`src/hw/rtl/mrrc_pkg.sv`:
```
// Shared constants, types and the CRC-16 byte fold for the read response checker.
`timescale 1ns / 1ps
`default_nettype none
package mrrc_pkg;

  localparam int unsigned NUM_WORDS_DEF = 21;

  localparam logic [15:0] CRC_INIT    = 16'hFFFF;
  localparam logic [15:0] CRC_POLY    = 16'hA001;
  localparam logic [7:0]  FUNC_READ   = 8'h03;
  localparam logic [7:0]  SLAVE_RESET = 8'h05;

  typedef enum logic [1:0] {
    ST_OK  = 2'd0,
    ST_LEN = 2'd1,
    ST_HDR = 2'd2,
    ST_CRC = 2'd3
  } status_t;

  typedef struct packed {
    logic frame_end;
    logic frame_ok;
  } mrrc_stat_t;

  function automatic logic [15:0] crc_fold(input logic [15:0] crc, input logic [7:0] b);
    logic [15:0] c;
    c = crc ^ {8'h00, b};
    for (int k = 0; k < 8; k++) begin
      c = c[0] ? ((c >> 1) ^ CRC_POLY) : (c >> 1);
    end
    return c;
  endfunction

endpackage
`default_nettype wire

```
`src/hw/rtl/mrrc_dp.sv`:
```
// Datapath: frame checks, CRC, word store and result payload registers.
`timescale 1ns / 1ps
`default_nettype none
module mrrc_dp #(
  parameter int unsigned NUM_WORDS = mrrc_pkg::NUM_WORDS_DEF,
  parameter int unsigned IDX_W     = (NUM_WORDS > 1) ? $clog2(NUM_WORDS) : 1
) (
  input  wire logic                 clk,
  input  wire logic                 rst_n,
  input  wire logic                 cfg_wr_en,
  input  wire logic [7:0]           cfg_wr_data,
  input  wire logic                 in_fire,
  input  wire logic [7:0]           in_data_byte,
  input  wire logic                 in_end_of_frame,
  input  wire logic                 rd_en,
  input  wire logic [IDX_W-1:0]     rd_addr,
  output mrrc_pkg::mrrc_stat_t      stat,
  output logic [1:0]                out_status,
  output logic [15:0]               out_word_value
);
  import mrrc_pkg::*;

  localparam int unsigned FRAME_LEN = 2 * NUM_WORDS + 5;
  localparam int unsigned POS_W     = $clog2(FRAME_LEN + 2);
  localparam logic [POS_W-1:0] P_FL      = POS_W'(FRAME_LEN);
  localparam logic [POS_W-1:0] P_LAST    = POS_W'(FRAME_LEN - 1);
  localparam logic [POS_W-1:0] P_CRC_LO  = POS_W'(FRAME_LEN - 2);
  localparam logic [POS_W-1:0] P_THREE   = POS_W'(3);
  localparam logic [7:0]       BYTE_CNT  = 8'(2 * NUM_WORDS);

  logic [7:0]       slave_addr_r;
  logic [15:0]      crc_r, crc_nxt;
  logic [POS_W-1:0] pos_r, pos_nxt;
  logic             hdr_r, hdr_nxt;
  logic [7:0]       pend_r, pend_nxt;
  logic [7:0]       crclo_r, crclo_nxt;
  status_t          status_r, status_nxt;
  logic [15:0]      rd_data_r;
  logic [15:0]      mem [NUM_WORDS];

  logic [POS_W-1:0] off;
  logic             in_body;
  logic             we;
  logic [IDX_W-1:0] waddr;

  assign off     = pos_r - P_THREE;
  assign in_body = (pos_r >= P_THREE) && (pos_r < P_CRC_LO);
  assign we      = in_fire && in_body && off[0];
  assign waddr   = IDX_W'(off >> 1);

  always_comb begin
    if (pos_r != P_LAST) begin
      status_nxt = ST_LEN;
    end else if (!hdr_r) begin
      status_nxt = ST_HDR;
    end else if (crc_r != {in_data_byte, crclo_r}) begin
      status_nxt = ST_CRC;
    end else begin
      status_nxt = ST_OK;
    end
  end

  assign stat.frame_end = in_fire && in_end_of_frame;
  assign stat.frame_ok  = (status_nxt == ST_OK);

  always_comb begin
    crc_nxt   = crc_r;
    pos_nxt   = pos_r;
    hdr_nxt   = hdr_r;
    pend_nxt  = pend_r;
    crclo_nxt = crclo_r;
    if (in_fire) begin
      if (pos_r < P_FL) begin
        if (pos_r == POS_W'(0) && in_data_byte != slave_addr_r) hdr_nxt = 1'b0;
        if (pos_r == POS_W'(1) && in_data_byte != FUNC_READ) hdr_nxt = 1'b0;
        if (pos_r == POS_W'(2) && in_data_byte != BYTE_CNT) hdr_nxt = 1'b0;
        if (pos_r < P_CRC_LO) crc_nxt = crc_fold(crc_r, in_data_byte);
        if (in_body && !off[0]) pend_nxt = in_data_byte;
        if (pos_r == P_CRC_LO) crclo_nxt = in_data_byte;
      end
      if (pos_r <= P_FL) pos_nxt = pos_r + POS_W'(1);
      if (in_end_of_frame) begin
        crc_nxt   = CRC_INIT;
        pos_nxt   = '0;
        hdr_nxt   = 1'b1;
        pend_nxt  = '0;
        crclo_nxt = '0;
      end
    end
  end

  always_ff @(posedge clk) begin
    if (!rst_n) begin
      slave_addr_r <= SLAVE_RESET;
      crc_r        <= CRC_INIT;
      pos_r        <= '0;
      hdr_r        <= 1'b1;
      pend_r       <= '0;
      crclo_r      <= '0;
      status_r     <= ST_OK;
    end else begin
      if (cfg_wr_en) slave_addr_r <= cfg_wr_data;
      crc_r   <= crc_nxt;
      pos_r   <= pos_nxt;
      hdr_r   <= hdr_nxt;
      pend_r  <= pend_nxt;
      crclo_r <= crclo_nxt;
      if (stat.frame_end) status_r <= status_nxt;
    end
  end

  always_ff @(posedge clk) begin
    if (we) mem[waddr] <= {in_data_byte, pend_r};
  end

  always_ff @(posedge clk) begin
    if (rd_en) rd_data_r <= mem[rd_addr];
  end

  assign out_status     = status_r;
  assign out_word_value = (status_r == ST_OK) ? rd_data_r : 16'h0000;

endmodule
`default_nettype wire

```
`config.mk`:
```
export PLATFORM = sky130hd
export DESIGN_NAME = mrrc_dp
export DESIGN_NICKNAME = d
export VERILOG_FILES = /design/src/hw/rtl/mrrc_pkg.sv /design/src/hw/rtl/mrrc_dp.sv
export SDC_FILE = /design/constraint.sdc
export NUM_CORES = 1
export LEC_CHECK = 0
export ABC_AREA = 1
export BUFFER_PORTS_ARGS = -buffer_cell sky130_fd_sc_hd__buf_2
export CAP_MARGIN = 10
export CELL_PAD_IN_SITES_DETAIL_PLACEMENT = 1
export CELL_PAD_IN_SITES_GLOBAL_PLACEMENT = 1
export CORE_UTILIZATION = 34
export CTS_CLUSTER_SIZE = 8
export DETAILED_ROUTE_END_ITERATION = 12
export PLACE_DENSITY = 0.62
export SKIP_CTS_REPAIR_TIMING = 1
export SLEW_MARGIN = 20
export SYNTH_ARGS = -nofsm -noshare
export SYNTH_HDL_FRONTEND = slang
export SYNTH_SLANG_ARGS = --single-unit
```
`constraint.sdc`:
```
create_clock -name clk -period 7.9 [get_ports clk]
set_input_delay 0.395 -clock clk [delete_from_list [all_inputs] [get_ports clk]]
set_output_delay 0.395 -clock clk [all_outputs]
set_load 0.05 [all_outputs]
```
Yosys cells after proc, flatten, opt, wreduce, memory -nomap -nowiden:

Memories as Yosys holds them, arrays and structs flattened. A register that Yosys moved wholly into a read port is not among the register bits.
Index checks and enable logic that the tools add are counted.

* bits of input ports: 27
* memory bits (writable): 336
* output and inout bits: 20
* memories kept: 1
* register bits after elaboration: 49

Memories
* mem: depth 21, width 16, rd ports 1, clocked after memory_dff 1, wr ports 1, line mrrc_dp.sv:39 `logic [15:0] mem [NUM_WORDS];`

* $lt $le $gt $ge: 4
* eq/ne operators: 8
* bitwise operators: 9
* muxes and demuxes: 30
* reductions and logical operators: 23
* $add $sub $neg: 2

Operators by type and width (count)
* $mux W16: 12
* $mux W8: 6
* $not A2 Y3: 8
* $ne A16 B16 Y1: 1
* $xor A16 B8 Y16: 1
* $lt A6 B6 Y1 const B: 2
* $mux W6: 2
* $reduce_and A3 Y1: 4
* $reduce_bool A2 Y1: 5
* $logic_and A1 B1 Y1: 8
* $ne A8 B2 Y1 const B: 1
* $ne A8 B6 Y1 const B: 1
* $ne A8 B8 Y1: 1
* $mux W1: 7
* $add A6 B1 Y6 const B: 1
* $eq A6 B1 Y1 const B: 1
* $eq A6 B2 Y1 const B: 1
* $eq A6 B6 Y1 const B: 1
* $ge A6 B2 Y1 const B: 1
* $le A6 B6 Y1 const B: 1
* $logic_not A6 Y1: 1
* $mux W2: 3
* $ne A6 B6 Y1 const B: 1
* $sub A6 B2 Y6 const B: 1
* 4 further kinds: 5

Longest topological paths before layout:

Gate-level depths: netlist of the first run.

* depth in word-level cells: 20
* gate-level depth with buffers: 16
* gate-level depth less buffers: 15

Worst setup path after synthesis of the first run:

Ideal clock, no wire load.

* path type: register to register
* start: register pos_r[0]
* end: memory mem[4][0] (enable)
* cell stages (with the launch flop): 9
* buffers on the path: 0
* path slack: 5074 ps
* required time: 7491 ps
* arrival: 2417 ps
* clock period less this slack: 2826 ps
* setup time: 409 ps
* cells stage by stage: dfxtp_1 -> ha_1 -> nor2_1 -> nand2_1 -> xor2_2 -> inv_1 -> nor2_1 -> nand2_1 -> nor3_1

* cells in the longest elaborated chain, start to end: 6
* elaborated cells between the ends (all ways): 8
* those cells by class: add/sub (1); order compare (2); mux (2); reduce/logical (3)

RTL lines
* from (decl): line mrrc_dp.sv:33 `logic [POS_W-1:0] pos_r, pos_nxt;`
* from (signal assigned): line mrrc_dp.sv:104 `pos_r <= pos_nxt;`
* $ge A6 B2 Y1 / $lt A6 B6 Y1 (equally long branches): line mrrc_dp.sv:47 `assign in_body = (pos_r >= P_THREE) && (pos_r < P_CRC_LO);`
* $logic_and A1 B1 Y1: line mrrc_dp.sv:47
* $logic_and A1 B1 Y1 (2 in a row): line mrrc_dp.sv:48 `assign we = in_fire && in_body && off[0];`
* $mux W1: line mrrc_dp.sv:113 `if (we) mem[waddr] <= {in_data_byte, pend_r};`
* $mux W1 (not written as such): line mrrc_dp.sv:113
* to (decl): line mrrc_dp.sv:39

Parallel ways exist; a longest one is shown, timed or not.

==> results.md, run 1 <==
- Clock Path Buffers: 3
- Routed wire length: approximately 48 mm
- Cell area after layout: 19,000 sq um
- Worst Path Max Fanout: 90
- Clock sink count: approximately 400
- Clock skew: between 15 and 20 ps
- Wire per inst: roughly 23 um
- Antenna cells: 0
- Final hold viol count: 0
- Fillers: 5,086
- Status: finished clean
- CTS H-tree lvls: 2
- Synth Net Count: between 1,000 and 1,500
- Clock Latency Late Sink: around 590 ps
- Largest net degree at the start of global routing: a little over 90
- Leading cell types in the layout, fill and taps excluded: 352 x edfxtp_1, 243 x nor2_1, 183 x o21ai_0, 102 x nand2_1, 56 x clkbuf_16
- Buf+Inv Stages, Crit Path: 3
- Worst Path Required: about 8300 ps
- CP cell instances: buf_4 -> inv_4 -> buf_4 -> o21ai_0 -> o221ai_1 -> nand3_1 -> a32oi_1
- Antenna viol nets, final: 0
- Worst hold path cell count: 3
- Nets: between 1,000 and 1,500
- FMAX: between 300 and 400 MHz
- RSZ-0062 raised after global routing: false
- Commonest non-fill, non-tap cell in the layout: edfxtp_1
- Comb pwr share: 7.0%
- Setup crit end kind: flip-flop
- #FFs+latches synth: about 400
- Unique masters post-synth: 38
- Global-route wire length before repair: around 70 mm
- Num CTS Buffers: 56
- Core area: between 40,000 and 50,000 sq um
- CP arrival: 3260 ps
- Sequential fraction of the synthesis area: ~70%
- DP Area: approximately 17,000 sq um
- 1st-pass router iterations: 4
- CP most frequent cell: buf_4
- Crit path max-delay family: buffers and inverters
- Setup-failing EPs final: 0
- Via density: between 5 and 6
- Final core occ: 39.6%
- WP depth: 7
- Syn. warnings: 0
- Worst setup SP type: primary input
- Internal Dissipation: 3.71 mW
- Worst-path clk slew: approximately 50 ps
- Sw Pwr: between 1 and 1.5 mW
- Worst Hold Class: in -> reg
- CTS tree: done
- Clock share of power: 44.3%
- Worst slew pin tran: about 990 ps
- Worst path max stage delay: roughly 860 ps
- Syn Area/Cell: between 10 and 15 sq um
- Std-Cell Rows: 80
- Synth top area cells: edfxtp_1 64%, dfxtp_1 5.9%, nor2_1 5.9%
- Antenna violations before repair: 0
- Initial Util: between 30% and 40%
- Die H: about 220 um
- DR vias: roughly 11,000
- Flop pwr share: 48.7%
- Rel. slew slack: roughly a third
- Port Buffers: 46
- Top-area cell type share of the netlist area: about 64%
- Critical path class: in -> reg
- Mapped Area: between 15,000 and 20,000 sq um
- GRT Overall Usage: between 10% and 20%
- Iter 0 DRT Violations: 880
- R2R depth: 11
- Number of max-cap violations: 0
- Min Tclk post-route: around 2800 ps
- I/O pins: 47
- Final period utilization: 36.1%
- Slew Limit Fails: 0
- Gr ovfl total: 0
- Die Wd: 223 um
- Yosys top cell by area: edfxtp_1
- Remaining DRCs: 0
- Clock Tree Root: clkbuf_16
- Hpwl dp: 27.8 mm
- Mapped Cells: between 1,000 and 1,500
- Placer Congestion: around 0.74
- Die ar.: 49,700 sq um
- Share of layout cells above drive strength 1: between 10% and 20%
- Slowest CP cell: buf_4
- Layout area overhead: 14.5%
- Worst VDD drop: about 0.00017 V
- Cell area power density: approximately 260 nW/um^2
- Fin Setup TNS: 0 ps
- Static leakage power: ~6.4 nW
- Vias in the first global route: ~12,000
- Switching share of power: between 20% and 30%
[power by group through the flow]
stage / registers (mW) / logic (mW) / clock network (mW)
after floorplan: 2.39 / 0.230 / 0
after detailed placement: 2.41 / 0.342 / 0
after CTS: 2.37 / 0.344 / 2.19
final: 2.37 / 0.341 / 2.15
after global routing: 2.37 / 0.374 / 2.27
after global placement: 2.41 / 0.335 / 0
[cells by family (layout without fill, tap and decap cells)]
group / after synthesis / count (layout) / synth area share (%)
xor+xnor: 27 / 27 / 1.47
flops: 401 / 401 / 69.7
fa+ha+maj: 4 / 4 / 0.302
buf+inv: 153 / 219 / 4.08
compound gates: 360 / 360 / 13.3
simple gates: 448 / 448 / 11.2
[cell usage after synthesis]
master	n
xor2_1	4
ha_1	4
inv_1	51
inv_2	15
nand3_2	2
buf_4	7
nand2_1	102
clkbuf_2	1
buf_2	21
o221ai_1	55
nand2_2	18
o21ai_2	8
buf_6	6
nor4_1	1
o21ai_1	15
o31ai_1	2
xnor2_1	22
or2_2	4
clkinv_2	1
o21ai_0	183
o211ai_2	5
dfxtp_1	49
a21oi_1	38
nand3_1	43
nor2_1	261
nor2_2	2
o22ai_1	26
nand4_1	6
xor2_2	1
a21oi_2	1
o211ai_1	10
clkbuf_1	50
inv_4	1
a32o_1	1
edfxtp_1	352
nor3_2	3
nor3_1	6
a32oi_1	16
[worst register-to-register path: stages (launching register included)]
cell and delay (ps):
dfxtp_1 350, inv_1 150, ha_1 230, nor3_2 70
nor2_2 130, o21ai_1 110, nor3_2 250, inv_2 110
nor2_1 100, nand2_1 230, nor2_2 420, buf_4 350
[final cells by class]
cell class	instances	area [sq um]	share of cell area, %
clock buffer	76	1480	7.78
clock inverter	4	52.6	0.277
inverter	68	262	1.38
multi-input combinational	839	4450	23.4
sequential	401	11600	60.9
tap	615	769	4.05
timing repair buffer	71	420	2.22
[registers in the layout (all words and copies together), names as in the netlist]
signal        flops
slave_addr_r      8
crclo_r           8
pos_r             6
hdr_r             1
mem             336
out_status        2
rd_data_r        16
crc_r            16
pend_r            8
[metrics by stage]
stage	hold WS, ps	setup slack [ps]	instances	power, mW
final	17.0	5050	2074	4.86
after global routing	9.84	4810	2074	5.02
after CTS	-8.00	4790	2074	4.90
after detailed placement	457	4440	1994	2.75
after global placement	452	4570	1994	2.74
after floorplan	438	5070	1393	2.62
[routing by layer]
layer	up-vias	part of all wire, %	GRT usage (%)
met2	228	48	32.2
met1	5772	46	26.1
met4	0	2.1	5.63
met3	72	3.9	2.62
li1	5143	-	-
met5	-	0	0
[final timing paths]
check / to / start / slack, ps
hold reg to reg: hdr_r / hdr_r / 460
setup / recovery: rd_data_r[8] / rd_addr[0] / 5050
setup reg to reg: mem[2][2] / pos_r[0] / 5090
hold / removal: slave_addr_r[0] / cfg_wr_data[0] / 20
(Power assumes the default switching activity.)
==> run 2, diff against run 1 <==
PLACE_DENSITY = 0.64   (was 0.62)
clock period = 2.35 ns   (was 7.9 ns; I/O delays follow)
==> results.md, run 2 (synthesis results as in run 1) <==
- Status: finished clean (unchanged)
- Setup-failing EPs final: 0 (unchanged)
- Core area: 47,900 sq um (unchanged)
- GRT Overall Usage: 19.8% (was 19.3%)
- Die Wd: 223 um (unchanged)
- Worst Path Required: 2230 ps (was 8310 ps)
- Largest net degree at the start of global routing: 71 (was 91)
- Clock Path Buffers: 3 (unchanged)
- Antenna viol nets, final: 0 (unchanged)
- Vias in the first global route: 11,700 (was 11,600)
- Worst setup SP type: flip-flop (was primary input)
- Worst hold path cell count: 4 (was 3)
- Reg2Reg Launch Point: pos_r[1] (was pos_r[0])
- Static leakage power: 6.83 nW (was 6.44 nW)
- Min Tclk post-route: ~2300 ps
- CP arrival: 2150 ps (was 3260 ps)
- Worst VDD drop: 0.000481 V (was 0.000165 V)
- 1st-pass router iterations: 5 (was 4)
- Leading cell types in the layout, fill and taps excluded: 352 x edfxtp_1, 242 x nor2_1, 183 x o21ai_0, 101 x nand2_1, 57 x clkbuf_16 (was 352 x edfxtp_1, 243 x nor2_1, 183 x o21ai_0, 102 x nand2_1, 56 x clkbuf_16)
- Setup WS pre-CTS: 39.6 ps (was 4440 ps)
- Min-Delay Endpoint: pend_r[4] (was slave_addr_r[0])
- Pwr Total: 16.4 mW (was 4.86 mW)
- Die ar.: 49,700 sq um (unchanged)
- Worst slew pin tran: 964 ps (was 991 ps)
- Antenna cells: 0 (unchanged)
- RSZ-0062 raised after global routing: true (was false)
- Gr ovfl total: 0 (unchanged)
- Rel. slew slack: 35.6% (was 34.0%)
- RR Endpoint: mem[3][11] (was mem[2][2])
- Port Buffers: 46 (unchanged)
- Cell area power density: 827 nW/um^2 (was 256 nW/um^2)
- Share of layout cells above drive strength 1: 16.8% (was 14.6%)
- Worst setup margin: 84.9 ps (was 5050 ps)
- Slew Limit Fails: 0 (unchanged)
- Nets: 1,529 (was 1,468)
- Die H: 223 um (unchanged)
- Min-delay src: rst_n (was cfg_wr_data[0])
- Clock Latency Late Sink: 590 ps (about the same)
- Num CTS Buffers: 56 (unchanged)
- Setup crit end kind: primary output (was flip-flop)
- Antenna violations before repair: 0 (unchanged)
- Top flop regs: mem (336), crc_r (16), rd_data_r (16) (unchanged)
- Worst-path clk slew: 50 ps (about the same)
- Final period utilization: between 90% and 100%
- Largest Register: mem (unchanged)
- Clock Tree Root: clkbuf_16 (unchanged)
- Register-to-register setup slack: 140 ps (was 5090 ps)
- Global-route wire length before repair: 73.5 mm (was 71.9 mm)
- Worst Path Max Fanout: 6 (was 90)
- Via density: 5.31 (was 5.41)
- Initial Util: 34.6% (unchanged)
- Routed wire length: 48.9 mm (was 47.6 mm)
- Iter 0 DRT Violations: 818 (was 880)
- Std-Cell Rows: 80 (unchanged)
- Clock sink count: 401 (unchanged)
- DR vias: 11,300 (was 11,200)
- Final hold viol count: 0 (unchanged)
- Remaining DRCs: 0 (unchanged)
- Critical path class: reg -> out (was in -> reg)
- Max FFs per register: 336 (unchanged)
- CTS tree: done (unchanged)
- Commonest non-fill, non-tap cell in the layout: edfxtp_1 (unchanged)
- Layout area overhead: 19.7% (was 14.5%)
- Wire per inst: 22.9 um (about the same)
- R2R depth: 9 (was 11)
- Clock skew: 20.8 ps (was 18.4 ps)
- Placer Congestion: 0.815 (was 0.736)
- Worst Hold Class: in -> reg (unchanged)
- I/O pins: 47 (unchanged)
- FMAX: 441 MHz
- Hpwl dp: 31.4 mm (was 27.8 mm)
- CTS H-tree lvls: 2 (unchanged)
- Number of max-cap violations: 0 (unchanged)
==> run 2: cell types whose count changed in the layout (fill, tap and decap cells not counted), moves of 4 or more <==
| cell | delta |
|---|---|
| nor2_2 | +5 |
| nor2_4 | -4 |
| buf_12 | +30 |
| dlygate4sd3_1 | +21 |
| buf_4 | +10 |
==> run 2: report_power, final <==
group	leakage, nW	total [mW]	switching, mW	internal, mW
Sequential	3.65	7.94	0.0915	7.85
Clock	0.732	7.17	2.81	4.36
Combinational	2.45	1.32	0.924	0.394
==> run 2: worst max path at each step <==
stage / start / endpoint / slack [ps] / cells after the start
floorplan: pos_r[0] / mem[10][0] / -80 / 10
global placement: pos_r[0] / mem[14][12] / 90 / 11
detailed placement: pos_r[0] / mem[14][10] / 40 / 11
CTS: pos_r[1] / mem[14][5] / 20 / 11
global route: pos_r[1] / mem[20][12] / -40 / 11
finish: pos_r[2] / stat[0] / 80 / 5
==> run 2: routing by layer <==
| layer | wire length, um | up-vias | global-route usage (%) |
|---|---|---|---|
| met5 | 0 | - | 0 |
| met4 | 1510 | 0 | 7.39 |
| met3 | 1860 | 82 | 2.33 |
| met2 | 24100 | 267 | 33.5 |
| met1 | 21400 | 5724 | 26.1 |
| li1 | - | 5258 | - |
==> run 2: final cells by class <==
cell class | instances | area [sq um]
tap | 615 | 769
multi-input combinational | 839 | 4450
sequential | 401 | 11600
timing repair buffer | 132 | 1310
clock inverter | 1 | 7.51
inverter | 68 | 260
fill | 5021 | 28100
clock buffer | 77 | 1510
==> run 2: worst max-delay path: stages (launching register included) <==
cell and delay, ps:
dfxtp_1 430, nand2_1 140, nor3_1 310, nand2_1 140, nor2_1 230, buf_2 310
==> run 2: through the flow <==
stage / std cells / area, sq um / hold slack (ps) / util [%] / TNS (ps)
2_1_floorplan: 1393 / 16600 / 216 / - / -11000
3_3_place_gp: 2034 / 18100 / 344 / 37.7 / 0
3_5_place_dp: 2034 / 18100 / 350 / 37.7 / 0
4_1_cts: 2112 / 19600 / -270 / 40.9 / 0
5_1_grt: 2133 / 19900 / 20.0 / 41.4 / -520
6_report: 2133 / 19900 / 8.23 / 41.4 / 0
